<file path="config.mk">
export PLATFORM = sky130hd
export DESIGN_NAME = backslash_escape_decoder_core_flat
export DESIGN_NICKNAME = d
export VERILOG_FILES = /design/src/hw/rtl/bsed_pkg.sv /design/src/hw/rtl/bsed_in_if.sv /design/src/hw/rtl/bsed_out_if.sv /design/src/hw/rtl/bsed_hex_front.sv /design/src/hw/rtl/bsed_fifo.sv /design/src/hw/rtl/bsed_repl_stage.sv /design/src/hw/rtl/backslash_escape_decoder_core.sv /design/src/flat_wrapper.sv
export SDC_FILE = /design/constraint.sdc
export NUM_CORES = 1
export LEC_CHECK = 0
export BUFFER_PORTS_ARGS = -buffer_cell sky130_fd_sc_hd__buf_2
export CAP_MARGIN = 0
export CORE_MARGIN = 2
export CORE_UTILIZATION = 40
export DETAILED_ROUTE_END_ITERATION = 16
export PLACE_DENSITY = 0.62
export SLEW_MARGIN = 20
export SYNTH_ARGS = -nofsm -noshare
export SYNTH_HDL_FRONTEND = slang
export SYNTH_SLANG_ARGS = --single-unit
</file>
<file path="constraint.sdc">
create_clock -name clk_i -period 4.3 [get_ports clk_i]
set_clock_uncertainty 0.1 [all_clocks]
set_input_delay 0.215 -clock clk_i [delete_from_list [all_inputs] [get_ports clk_i]]
set_output_delay 0.215 -clock clk_i [all_outputs]
set_load 0.02 [all_outputs]
</file>
<file path="src/hw/rtl/bsed_pkg.sv">
// Shared types and constants of the backslash escape decoder.
// Holds the internal byte token, the replacement rules and a token helper.
// No dependencies; the front, queue, stages and top level use it.
package bsed_pkg;

  // Byte value of the backslash character.
  localparam logic [7:0] BSL = 8'h5C;

  // Number of replacement stages in the back part.
  localparam int unsigned NUM_STAGES = 5;

  // One byte travelling between the front, the queue and the stages.
  // A bare token has no byte and only carries the end of a message.
  // A bypass token passes every stage untouched and clears its held backslash.
  typedef struct packed {
    logic [7:0] data;
    logic       has_byte;
    logic       last;
    logic       bypass;
  } token_t;

  // One replacement rule: the byte after a backslash and what replaces the pair.
  typedef struct packed {
    logic [7:0] target;
    logic [7:0] repl;
  } rule_t;

  // Rules in stage order: newline, carriage return, tab, NUL, backslash.
  localparam rule_t RULES [NUM_STAGES] = '{
    '{target: 8'h6E, repl: 8'h0A},
    '{target: 8'h72, repl: 8'h0D},
    '{target: 8'h74, repl: 8'h09},
    '{target: 8'h30, repl: 8'h00},
    '{target: BSL,   repl: BSL}
  };

  // Builds an ordinary data token that is not the end of a message.
  function automatic token_t byte_tok(input logic [7:0] b);
    token_t t;
    t.data     = b;
    t.has_byte = 1'b1;
    t.last     = 1'b0;
    t.bypass   = 1'b0;
    return t;
  endfunction

endpackage

</file>
<file path="src/hw/rtl/bsed_in_if.sv">
// Input channel of the backslash escape decoder: one raw byte per item.
// Carries valid, ready and the payload; no dependencies.
interface bsed_in_if;
  logic       valid;
  logic       ready;
  logic [7:0] in_byte;
  logic       is_last;

  modport source (output valid, output in_byte, output is_last, input ready);
  modport sink   (input valid, input in_byte, input is_last, output ready);
endinterface

</file>
<file path="src/hw/rtl/bsed_out_if.sv">
// Output channel of the backslash escape decoder: at most one decoded byte
// per item. Carries valid, ready and the payload; no dependencies.
interface bsed_out_if;
  logic       valid;
  logic       ready;
  logic [7:0] out_byte;
  logic       has_byte;
  logic       end_of_message;

  modport source (output valid, output out_byte, output has_byte, output end_of_message,
                  input ready);
  modport sink   (input valid, input out_byte, input has_byte, input end_of_message,
                  output ready);
endinterface

</file>
<file path="src/hw/rtl/bsed_hex_front.sv">
// Front part of the decoder: accepts input items, decodes hex escapes and
// issues zero to three tokens per item, one per cycle while the queue
// takes them. Depends on bsed_pkg and bsed_in_if.
module bsed_hex_front (
  input  logic            clk_i,
  input  logic            rst_ni,
  input  logic            enable_i,
  bsed_in_if.sink         in_i,
  output logic            tok_valid_o,
  output bsed_pkg::token_t tok_o,
  input  logic            tok_ready_i
);

  typedef enum logic [1:0] {
    PH_IDLE  = 2'd0,
    PH_BSL   = 2'd1,
    PH_DIGIT = 2'd2
  } phase_e;

  function automatic logic is_hex(input logic [7:0] c);
    return (c >= 8'h30 && c <= 8'h39) || (c >= 8'h61 && c <= 8'h66) ||
           (c >= 8'h41 && c <= 8'h46);
  endfunction

  // Letters of either case map through their low nibble plus nine.
  function automatic logic [3:0] hex_nib(input logic [7:0] c);
    if (c <= 8'h39) begin
      return c[3:0];
    end
    return c[3:0] + 4'd9;
  endfunction

  phase_e           phase_q, phase_d;
  logic [7:0]       held_q, held_d;
  bsed_pkg::token_t slot_q [3];
  logic [1:0]       cnt_q;
  bsed_pkg::token_t gen [3];
  logic [1:0]       gen_n;
  logic             push, pop;

  assign tok_valid_o = (cnt_q != 2'd0);
  assign tok_o       = slot_q[0];
  assign pop         = tok_valid_o && tok_ready_i;
  // A new item is taken once the last token of the previous one leaves.
  assign in_i.ready  = (cnt_q == 2'd0) || ((cnt_q == 2'd1) && tok_ready_i);
  assign push        = in_i.valid && in_i.ready;

  // Tokens that the current input item produces, and the next escape state.
  always_comb begin
    for (int i = 0; i < 3; i++) begin
      gen[i] = '0;
    end
    gen_n   = 2'd0;
    phase_d = phase_q;
    held_d  = held_q;
    if (!enable_i) begin
      gen[0]        = bsed_pkg::byte_tok(in_i.in_byte);
      gen[0].bypass = 1'b1;
      gen[0].last   = in_i.is_last;
      gen_n         = 2'd1;
      phase_d       = PH_IDLE;
      held_d        = 8'h00;
    end else begin
      unique case (phase_q)
        PH_BSL: begin
          if (is_hex(in_i.in_byte)) begin
            held_d  = in_i.in_byte;
            phase_d = PH_DIGIT;
          end else begin
            gen[0]  = bsed_pkg::byte_tok(bsed_pkg::BSL);
            gen[1]  = bsed_pkg::byte_tok(in_i.in_byte);
            gen_n   = 2'd2;
            phase_d = PH_IDLE;
          end
        end
        PH_DIGIT: begin
          if (is_hex(in_i.in_byte)) begin
            gen[0] = bsed_pkg::byte_tok({hex_nib(held_q), hex_nib(in_i.in_byte)});
            gen_n  = 2'd1;
          end else begin
            gen[0] = bsed_pkg::byte_tok(bsed_pkg::BSL);
            gen[1] = bsed_pkg::byte_tok(held_q);
            gen[2] = bsed_pkg::byte_tok(in_i.in_byte);
            gen_n  = 2'd3;
          end
          phase_d = PH_IDLE;
          held_d  = 8'h00;
        end
        default: begin
          phase_d = PH_IDLE;
          if (in_i.in_byte == bsed_pkg::BSL) begin
            phase_d = PH_BSL;
          end else begin
            gen[0] = bsed_pkg::byte_tok(in_i.in_byte);
            gen_n  = 2'd1;
          end
        end
      endcase
      // The end of a message drops an unfinished escape and marks the final token.
      if (in_i.is_last) begin
        phase_d = PH_IDLE;
        held_d  = 8'h00;
        if (gen_n == 2'd0) begin
          gen[0].last = 1'b1;
          gen_n       = 2'd1;
        end else begin
          gen[gen_n - 2'd1].last = 1'b1;
        end
      end
    end
  end

  // Escape state and the small token buffer, head in slot zero.
  always_ff @(posedge clk_i or negedge rst_ni) begin
    if (!rst_ni) begin
      phase_q <= PH_IDLE;
      held_q  <= 8'h00;
      cnt_q   <= 2'd0;
      for (int i = 0; i < 3; i++) begin
        slot_q[i] <= '0;
      end
    end else if (push) begin
      phase_q <= phase_d;
      held_q  <= held_d;
      cnt_q   <= gen_n;
      for (int i = 0; i < 3; i++) begin
        slot_q[i] <= gen[i];
      end
    end else if (pop) begin
      cnt_q     <= cnt_q - 2'd1;
      slot_q[0] <= slot_q[1];
      slot_q[1] <= slot_q[2];
    end
  end

endmodule

</file>
<file path="src/hw/rtl/bsed_fifo.sv">
// Short register queue of tokens between the front and the back part.
// Lets each side stall on its own. Depends on bsed_pkg.
module bsed_fifo #(
  parameter int unsigned DEPTH = 4
) (
  input  logic             clk_i,
  input  logic             rst_ni,
  input  logic             push_valid_i,
  input  bsed_pkg::token_t push_tok_i,
  output logic             push_ready_o,
  output logic             pop_valid_o,
  output bsed_pkg::token_t pop_tok_o,
  input  logic             pop_ready_i
);

  localparam int unsigned PTR_W = (DEPTH > 1) ? $clog2(DEPTH) : 1;
  localparam int unsigned CNT_W = $clog2(DEPTH + 1);

  bsed_pkg::token_t mem_q [DEPTH];
  logic [PTR_W-1:0] wptr_q, rptr_q;
  logic [CNT_W-1:0] cnt_q;
  logic             push, pop;

  assign push_ready_o = (cnt_q != CNT_W'(DEPTH));
  assign pop_valid_o  = (cnt_q != '0);
  assign pop_tok_o    = mem_q[rptr_q];
  assign push         = push_valid_i && push_ready_o;
  assign pop          = pop_valid_o && pop_ready_i;

  // Storage is written at the write pointer only.
  always_ff @(posedge clk_i) begin
    if (push) begin
      mem_q[wptr_q] <= push_tok_i;
    end
  end

  // Pointers wrap at the depth, which need not be a power of two.
  always_ff @(posedge clk_i or negedge rst_ni) begin
    if (!rst_ni) begin
      wptr_q <= '0;
      rptr_q <= '0;
      cnt_q  <= '0;
    end else begin
      if (push) begin
        wptr_q <= (wptr_q == PTR_W'(DEPTH - 1)) ? '0 : wptr_q + 1'b1;
      end
      if (pop) begin
        rptr_q <= (rptr_q == PTR_W'(DEPTH - 1)) ? '0 : rptr_q + 1'b1;
      end
      if (push && !pop) begin
        cnt_q <= cnt_q + 1'b1;
      end else if (pop && !push) begin
        cnt_q <= cnt_q - 1'b1;
      end
    end
  end

endmodule

</file>
<file path="src/hw/rtl/bsed_repl_stage.sv">
// One replacement stage of the back part: turns a backslash and the rule's
// target byte into the replacement byte, with an output and a spill register.
// Depends on bsed_pkg.
module bsed_repl_stage (
  input  logic             clk_i,
  input  logic             rst_ni,
  input  bsed_pkg::rule_t  rule_i,
  input  logic             in_valid_i,
  input  bsed_pkg::token_t in_tok_i,
  output logic             in_ready_o,
  output logic             out_valid_o,
  output bsed_pkg::token_t out_tok_o,
  input  logic             out_ready_i
);

  logic             pend_q, pend_d;
  logic             out_valid_q, ext_valid_q;
  bsed_pkg::token_t out_tok_q, ext_tok_q;
  bsed_pkg::token_t o1, o2;
  logic [1:0]       n;
  logic             slot_free, in_fire;
  logic             is_bsl;

  assign slot_free   = !out_valid_q || out_ready_i;
  assign in_ready_o  = slot_free && !ext_valid_q;
  assign in_fire     = in_valid_i && in_ready_o;
  assign out_valid_o = out_valid_q;
  assign out_tok_o   = out_tok_q;
  assign is_bsl      = (in_tok_i.data == bsed_pkg::BSL);

  // Up to two tokens leave for each token that enters.
  always_comb begin
    o1     = '0;
    o2     = '0;
    n      = 2'd0;
    pend_d = pend_q;
    if (in_tok_i.bypass) begin
      o1     = in_tok_i;
      n      = 2'd1;
      pend_d = 1'b0;
    end else if (!in_tok_i.has_byte) begin
      // Bare end marker: release a held backslash or pass the marker on.
      o1      = in_tok_i;
      if (pend_q) begin
        o1 = bsed_pkg::byte_tok(bsed_pkg::BSL);
      end
      o1.last = 1'b1;
      n       = 2'd1;
      pend_d  = 1'b0;
    end else if (pend_q) begin
      if (in_tok_i.data == rule_i.target) begin
        o1      = bsed_pkg::byte_tok(rule_i.repl);
        o1.last = in_tok_i.last;
        n       = 2'd1;
        pend_d  = 1'b0;
      end else if (is_bsl) begin
        // The older backslash goes out, the new one is held unless the message ends.
        o1 = bsed_pkg::byte_tok(bsed_pkg::BSL);
        n  = 2'd1;
        if (in_tok_i.last) begin
          o2      = bsed_pkg::byte_tok(bsed_pkg::BSL);
          o2.last = 1'b1;
          n       = 2'd2;
          pend_d  = 1'b0;
        end
      end else begin
        o1      = bsed_pkg::byte_tok(bsed_pkg::BSL);
        o2      = in_tok_i;
        n       = 2'd2;
        pend_d  = 1'b0;
      end
    end else if (is_bsl) begin
      if (in_tok_i.last) begin
        o1 = in_tok_i;
        n  = 2'd1;
      end else begin
        pend_d = 1'b1;
      end
    end else begin
      o1 = in_tok_i;
      n  = 2'd1;
    end
  end

  // Output register with a spill register for the second token.
  always_ff @(posedge clk_i or negedge rst_ni) begin
    if (!rst_ni) begin
      pend_q      <= 1'b0;
      out_valid_q <= 1'b0;
      ext_valid_q <= 1'b0;
      out_tok_q   <= '0;
      ext_tok_q   <= '0;
    end else begin
      if (in_fire) begin
        pend_q <= pend_d;
      end
      if (slot_free) begin
        if (ext_valid_q) begin
          out_valid_q <= 1'b1;
          out_tok_q   <= ext_tok_q;
          ext_valid_q <= 1'b0;
        end else if (in_fire) begin
          out_valid_q <= (n != 2'd0);
          out_tok_q   <= o1;
          ext_valid_q <= (n == 2'd2);
          ext_tok_q   <= o2;
        end else begin
          out_valid_q <= 1'b0;
        end
      end
    end
  end

endmodule

</file>
<file path="src/hw/rtl/backslash_escape_decoder_core.sv">
// Top level of the backslash escape decoder: hex front, token queue and
// five replacement stages in series. Depends on bsed_pkg, the channel
// interfaces, bsed_hex_front, bsed_fifo and bsed_repl_stage.
//
//   channel  | direction | handshake      | payload
//   ---------+-----------+----------------+----------------------------------
//   in_i     | sink      | valid / ready  | in_byte[7:0], is_last
//   out_o    | source    | valid / ready  | out_byte[7:0], has_byte, end_of_message
//   cfg      | write     | cfg_we_i       | cfg_wdata_i = escape_enable
//
// An ordinary byte is registered once in the front, once in the queue and once in
// each of the five stages, so one item per cycle goes through unless stalled,
// and its result is offered from the output register of the last stage.
// An item that aborts an escape yields two or three tokens, which the front
// issues one per cycle while the queue takes them; a stage that splits a token
// in two keeps the second in its spill register and accepts nothing meanwhile.
// Reset clears all decode state and sets escape_enable. Each side stalls on its
// own through the queue and the stage registers; a stalled output holds its item.
module backslash_escape_decoder_core #(
  parameter int unsigned QUEUE_DEPTH = 4
) (
  input  logic      clk_i,
  input  logic      rst_ni,
  input  logic      cfg_we_i,
  input  logic      cfg_wdata_i,
  bsed_in_if.sink   in_i,
  bsed_out_if.source out_o
);

  localparam int unsigned NS = bsed_pkg::NUM_STAGES;

  logic             enable_q;
  logic             fr_valid, fr_ready;
  bsed_pkg::token_t fr_tok;
  logic             ch_valid [NS+1];
  logic             ch_ready [NS+1];
  bsed_pkg::token_t ch_tok   [NS+1];

  // Configuration register.
  always_ff @(posedge clk_i or negedge rst_ni) begin
    if (!rst_ni) begin
      enable_q <= 1'b1;
    end else if (cfg_we_i) begin
      enable_q <= cfg_wdata_i;
    end
  end

  // Front part: hex escapes and the enable switch.
  bsed_hex_front u_front (
    .clk_i       (clk_i),
    .rst_ni      (rst_ni),
    .enable_i    (enable_q),
    .in_i        (in_i),
    .tok_valid_o (fr_valid),
    .tok_o       (fr_tok),
    .tok_ready_i (fr_ready)
  );

  // Queue between the two parts.
  bsed_fifo #(
    .DEPTH (QUEUE_DEPTH)
  ) u_fifo (
    .clk_i        (clk_i),
    .rst_ni       (rst_ni),
    .push_valid_i (fr_valid),
    .push_tok_i   (fr_tok),
    .push_ready_o (fr_ready),
    .pop_valid_o  (ch_valid[0]),
    .pop_tok_o    (ch_tok[0]),
    .pop_ready_i  (ch_ready[0])
  );

  // Back part: the replacement stages in rule order.
  for (genvar g = 0; g < NS; g++) begin : g_stage
    bsed_repl_stage u_stage (
      .clk_i       (clk_i),
      .rst_ni      (rst_ni),
      .rule_i      (bsed_pkg::RULES[g]),
      .in_valid_i  (ch_valid[g]),
      .in_tok_i    (ch_tok[g]),
      .in_ready_o  (ch_ready[g]),
      .out_valid_o (ch_valid[g+1]),
      .out_tok_o   (ch_tok[g+1]),
      .out_ready_i (ch_ready[g+1])
    );
  end

  // Result channel.
  assign out_o.valid          = ch_valid[NS];
  assign out_o.out_byte       = ch_tok[NS].data;
  assign out_o.has_byte       = ch_tok[NS].has_byte;
  assign out_o.end_of_message = ch_tok[NS].last;
  assign ch_ready[NS]         = out_o.ready;

endmodule

</file>
<file path="src/flat_wrapper.sv">
// flat-port wrapper written by rule: the top's interface ports become plain ports
module backslash_escape_decoder_core_flat 
#(
  parameter int unsigned QUEUE_DEPTH = 4
)
  (clk_i, rst_ni, cfg_we_i, cfg_wdata_i, in_i_valid, in_i_in_byte, in_i_is_last, in_i_ready, out_o_valid, out_o_out_byte, out_o_has_byte, out_o_end_of_message, out_o_ready);
  bsed_in_if in_i_i ();
  bsed_out_if out_o_i ();
  input  logic clk_i;
  input  logic rst_ni;
  input  logic cfg_we_i;
  input  logic cfg_wdata_i;
  input wire logic [$bits(in_i_i.valid)-1:0] in_i_valid;
  input wire logic [$bits(in_i_i.in_byte)-1:0] in_i_in_byte;
  input wire logic [$bits(in_i_i.is_last)-1:0] in_i_is_last;
  output wire logic [$bits(in_i_i.ready)-1:0] in_i_ready;
  output wire logic [$bits(out_o_i.valid)-1:0] out_o_valid;
  output wire logic [$bits(out_o_i.out_byte)-1:0] out_o_out_byte;
  output wire logic [$bits(out_o_i.has_byte)-1:0] out_o_has_byte;
  output wire logic [$bits(out_o_i.end_of_message)-1:0] out_o_end_of_message;
  input wire logic [$bits(out_o_i.ready)-1:0] out_o_ready;
  assign in_i_i.valid = in_i_valid;
  assign in_i_i.in_byte = in_i_in_byte;
  assign in_i_i.is_last = in_i_is_last;
  assign in_i_ready = in_i_i.ready;
  assign out_o_valid = out_o_i.valid;
  assign out_o_out_byte = out_o_i.out_byte;
  assign out_o_has_byte = out_o_i.has_byte;
  assign out_o_end_of_message = out_o_i.end_of_message;
  assign out_o_i.ready = out_o_ready;
  backslash_escape_decoder_core #(.QUEUE_DEPTH(QUEUE_DEPTH)) u_core (.clk_i(clk_i), .rst_ni(rst_ni), .cfg_we_i(cfg_we_i), .cfg_wdata_i(cfg_wdata_i), .in_i(in_i_i), .out_o(out_o_i));
endmodule
</file>
==> key figures <==
Power and ir drop
  – Sw frac: about 36%
  – Psw: between 2 and 3 mW
  – Cell Pwr Density: roughly 640 nW/um^2
  – Clock group share of total power: approximately a quarter
  – Comb pwr share: between 30% and 40%
  – Register share of total power: a little over two fifths
  – Peak supply drop: approximately 0.00035 V
  – Leakage: between 4 and 5 nW
  – Internal: 4.80 mW

CTS
  – Worst skew pair latency: 510 ps
  – CTS Root Cell: clkbuf_16
  – CTS Buf Count: 24
  – H-tree levels: 1
  – CTS tree: built
  – Maximum root-to-sink buffer count: 3
  – CTS Sinks: 214
  – Clock Pin Slew Worst Setup and Hold Paths: 60 ps

Logic synthesis
  – #FFs+latches synth: between 200 and 250
  – Number of synthesized flops with an enable pin: 44
  – Synth area leader: dfrtp_1
  – Synthesized instance count: a little under 1k
  – Net Count, Synth: around 1k
  – Top post-synthesis cells by area: dfrtp_1 41%, edfxtp_1 13%, nand2_1 4.8%, o21ai_0 4.1%, a22o_1 3.3%
  – Synth unique cells: between 70 and 80
  – Post-synthesis average cell area: 10.5 um^2
  – Ys async rst share: ~79%
  – Sequential-to-total area share from yosys stat: a little over half
  – Synth top area share: between 40% and 50%
  – Ys Warns: 0
  – Mapped cell area: about 10,000 um^2
  – Main synth FF type: dfrtp_1

Timing
  – Slew @ Worst Pin: approximately 1100 ps
  – Unrepaired setup endpoints after global routing: false
  – Relative slew slack: between 20% and 30%
  – Worst Slack Setup Final: 1110 ps
  – Min Tclk post-route: 3190 ps
  – Fin Setup TNS: 0 ps
  – Fmax: 314 MHz
  – Final critical-path share of the clock period: 74.1%
  – Final setup violation count: 0
  – Hold Violations, Final: 0
  – Min Hold Slack: 180 ps
  – Final Slew Violations: 0

Worst setup path
  – Crit path DAT: ~3500 ps
  – CP Class: flop to flop
  – Worst path required time: between 4000 and 5000 ps
  – Worst setup EP type: flop
  – Worst Setup Start Kind: flop
  – Max Fanout on Critical Path: 23

Floorplanning
  – Die area: roughly 27,000 um^2
  – Core area: 25,300 um^2
  – # rows: 58
  – Die H: ~160 um
  – Initial Util: approximately two fifths
  – Die Width: between 150 and 200 um
  – # IOs: 27

Placed design
  – Post-place setup slack: between 1000 and 1500 ps
  – Port bufs: 26
  – RePlAce Congestion: between 0.8 and 0.9
  – Final HPWL DP: ~16,000 um

Finish
  – Most frequent cells in the layout: 169 x dfrtp_1, 132 x nand2_1, 84 x o21ai_0
  – Commonest non-fill, non-tap cell in the layout: dfrtp_1
  – Fraction of layout cells with a size suffix above 1: under 10%
  – Antenna diodes: 0
  – Synth-to-Final Area Change: 11.5%
  – Final #Nets: 1,034

Route
  – Post-Route WL: 23,100 um
  – Via count: between 7k and 8k
  – Drt drc: 0
  – Starting DRT DRC Count: approximately 590
  – Vias per inst: approximately 5.6
  – Wire per inst: around 17 um
  – First-pass iteration count of the detailed router: 4
  – Post-DRT Antenna Nets: 0

Job
  – # Max-Cap Violations: 0

GRT
  – Gr usage total: between 10% and 20%
  – Total grt overflow: 0
  – First-pass GRT wire length: 38,600 um
  – Antenna violations before repair: 0
  – Vias in the first global route: between 7k and 8k
  – Largest net degree at the start of global routing: 97

Min path
  – Hold Crit Class: input port to flop

Status
  – Outcome: finished, final reports clean
[power by group through the flow]
| stage | registers (mW) | logic (mW) | clock network [mW] |
|---|---|---|---|
| after global routing | 3.35 | 2.60 | 2.04 |
| after CTS | 3.26 | 2.33 | 1.95 |
| after detailed placement | 3.30 | 2.31 | 0 |
| final | 3.25 | 2.30 | 1.90 |
| after floorplan | 3.06 | 1.87 | 0 |
| after global placement | 3.28 | 2.29 | 0 |
[area by class of cell]
cell class	count	area, um^2
Clock buffer	39	708
Clock inverter	3	18.8
Fill cell	2378	13800
Inverter	43	161
Multi-Input combinational cell	671	4340
Sequential cell	214	5580
Tap cell	330	413
Timing Repair Buffer	47	339
[routing by layer]
| metal | track usage (%) | routed length, um |
|---|---|---|
| met1 | 25.7 | 11100 |
| met2 | 27.8 | 10800 |
| met3 | 2.56 | 880 |
| met4 | 3.72 | 368 |
| met5 | 0 | 0 |
[cell usage after synthesis, types with 6 or more instances]
cell,number
dfrtp_1,169
nand2_1,132
o21ai_0,85
nor2_1,63
a21oi_1,57
edfxtp_1,44
inv_1,43
clkbuf_1,41
a22o_1,39
a21o_1,17
ha_1,17
nand3_1,16
o21a_1,15
nor3_1,14
a31oi_1,12
nand2b_1,10
nor2b_1,10
o22ai_1,10
a22oi_1,9
o21bai_1,9
and3_1,8
buf_4,8
mux4_1,8
a221oi_1,7
and2_1,7
mux2_2,7
nand4_1,7
a32oi_1,6
buf_2,6
mux2i_1,6
nor3b_1,6
[per-stage QoR]
stage               cells  power, mW  instance area, um^2  utilization (%)
floorplan             987       4.93                10400                -
global placement     1292       5.57                10700             42.3
detailed placement   1292       5.61                10700             42.3
CTS                  1347       7.55                11600             45.6
global route         1347       7.98                11600             45.6
finish               1347       7.45                11600             45.6
[worst max-delay path, cell delays in order, from the launching register on]
cell and delay, ps:
dfrtp_1 620, or2_2 410, o21a_1 290, o31ai_2 370, nand2_1 90, buf_4 220, ha_1 240, inv_1 70
fa_1 390, mux2_2 260
[cell families after synthesis]
group | share of synthesized area, %
AO/OA/AOI/OAI | 19.9
XOR/XNOR | 0.592
adder cells (fa/ha/maj) | 2.25
buffers and inverters | 4.30
flip-flops | 53.8
multiplexers | 4.02
AND/OR/NAND/NOR | 15.1
[sequential cells by signal (all words and copies together) (netlist names)]
| name | count |
|---|---|
| u_core.enable_q | 1 |
| u_core.g_stage.u_stage.ext_tok_q | 50 |
| u_core.g_stage.u_stage.ext_valid_q | 5 |
| u_core.g_stage.u_stage.out_tok_o | 54 |
| u_core.g_stage.u_stage.out_valid_o | 5 |
| u_core.g_stage.u_stage.pend_q | 5 |
| u_core.u_fifo.cnt_q | 3 |
| u_core.u_fifo.mem_q | 44 |
| u_core.u_fifo.rptr_q | 2 |
| u_core.u_fifo.wptr_q | 2 |
| u_core.u_front.cnt_q | 2 |
| u_core.u_front.held_q | 8 |
| u_core.u_front.phase_q | 2 |
| u_core.u_front.slot_q | 20 |
| u_core.u_front.tok_o | 11 |
[timing repair]
action,in CTS,in global routing
gates resized for setup,0,0
hold endpoints to repair,116,0
hold buffers,13,0
buffers inserted,0,0
[final timing paths]
kind                                                        startpoint                                      end  slack [ps]  cells past startpoint
worst max register to register   u_core.g_stage[3].u_stage.ext_valid_q                   u_core.u_fifo.cnt_q[1]        1110                      9
worst max-delay path             u_core.g_stage[3].u_stage.ext_valid_q                   u_core.u_fifo.cnt_q[1]        1110                      9
max in group asynchronous                                       rst_ni   u_core.g_stage[0].u_stage.ext_tok_q[3]        2940                      3
worst min register to register  u_core.g_stage[1].u_stage.ext_tok_q[2]   u_core.g_stage[1].u_stage.ext_tok_q[2]         370                      1
worst min-delay path                                        in_i_valid                u_core.u_front.slot_q[13]         180                      4
min in group asynchronous                                       rst_ni  u_core.g_stage[4].u_stage.ext_tok_q[10]         270                      2
Note: power is estimated with default switching activity, not from simulation.
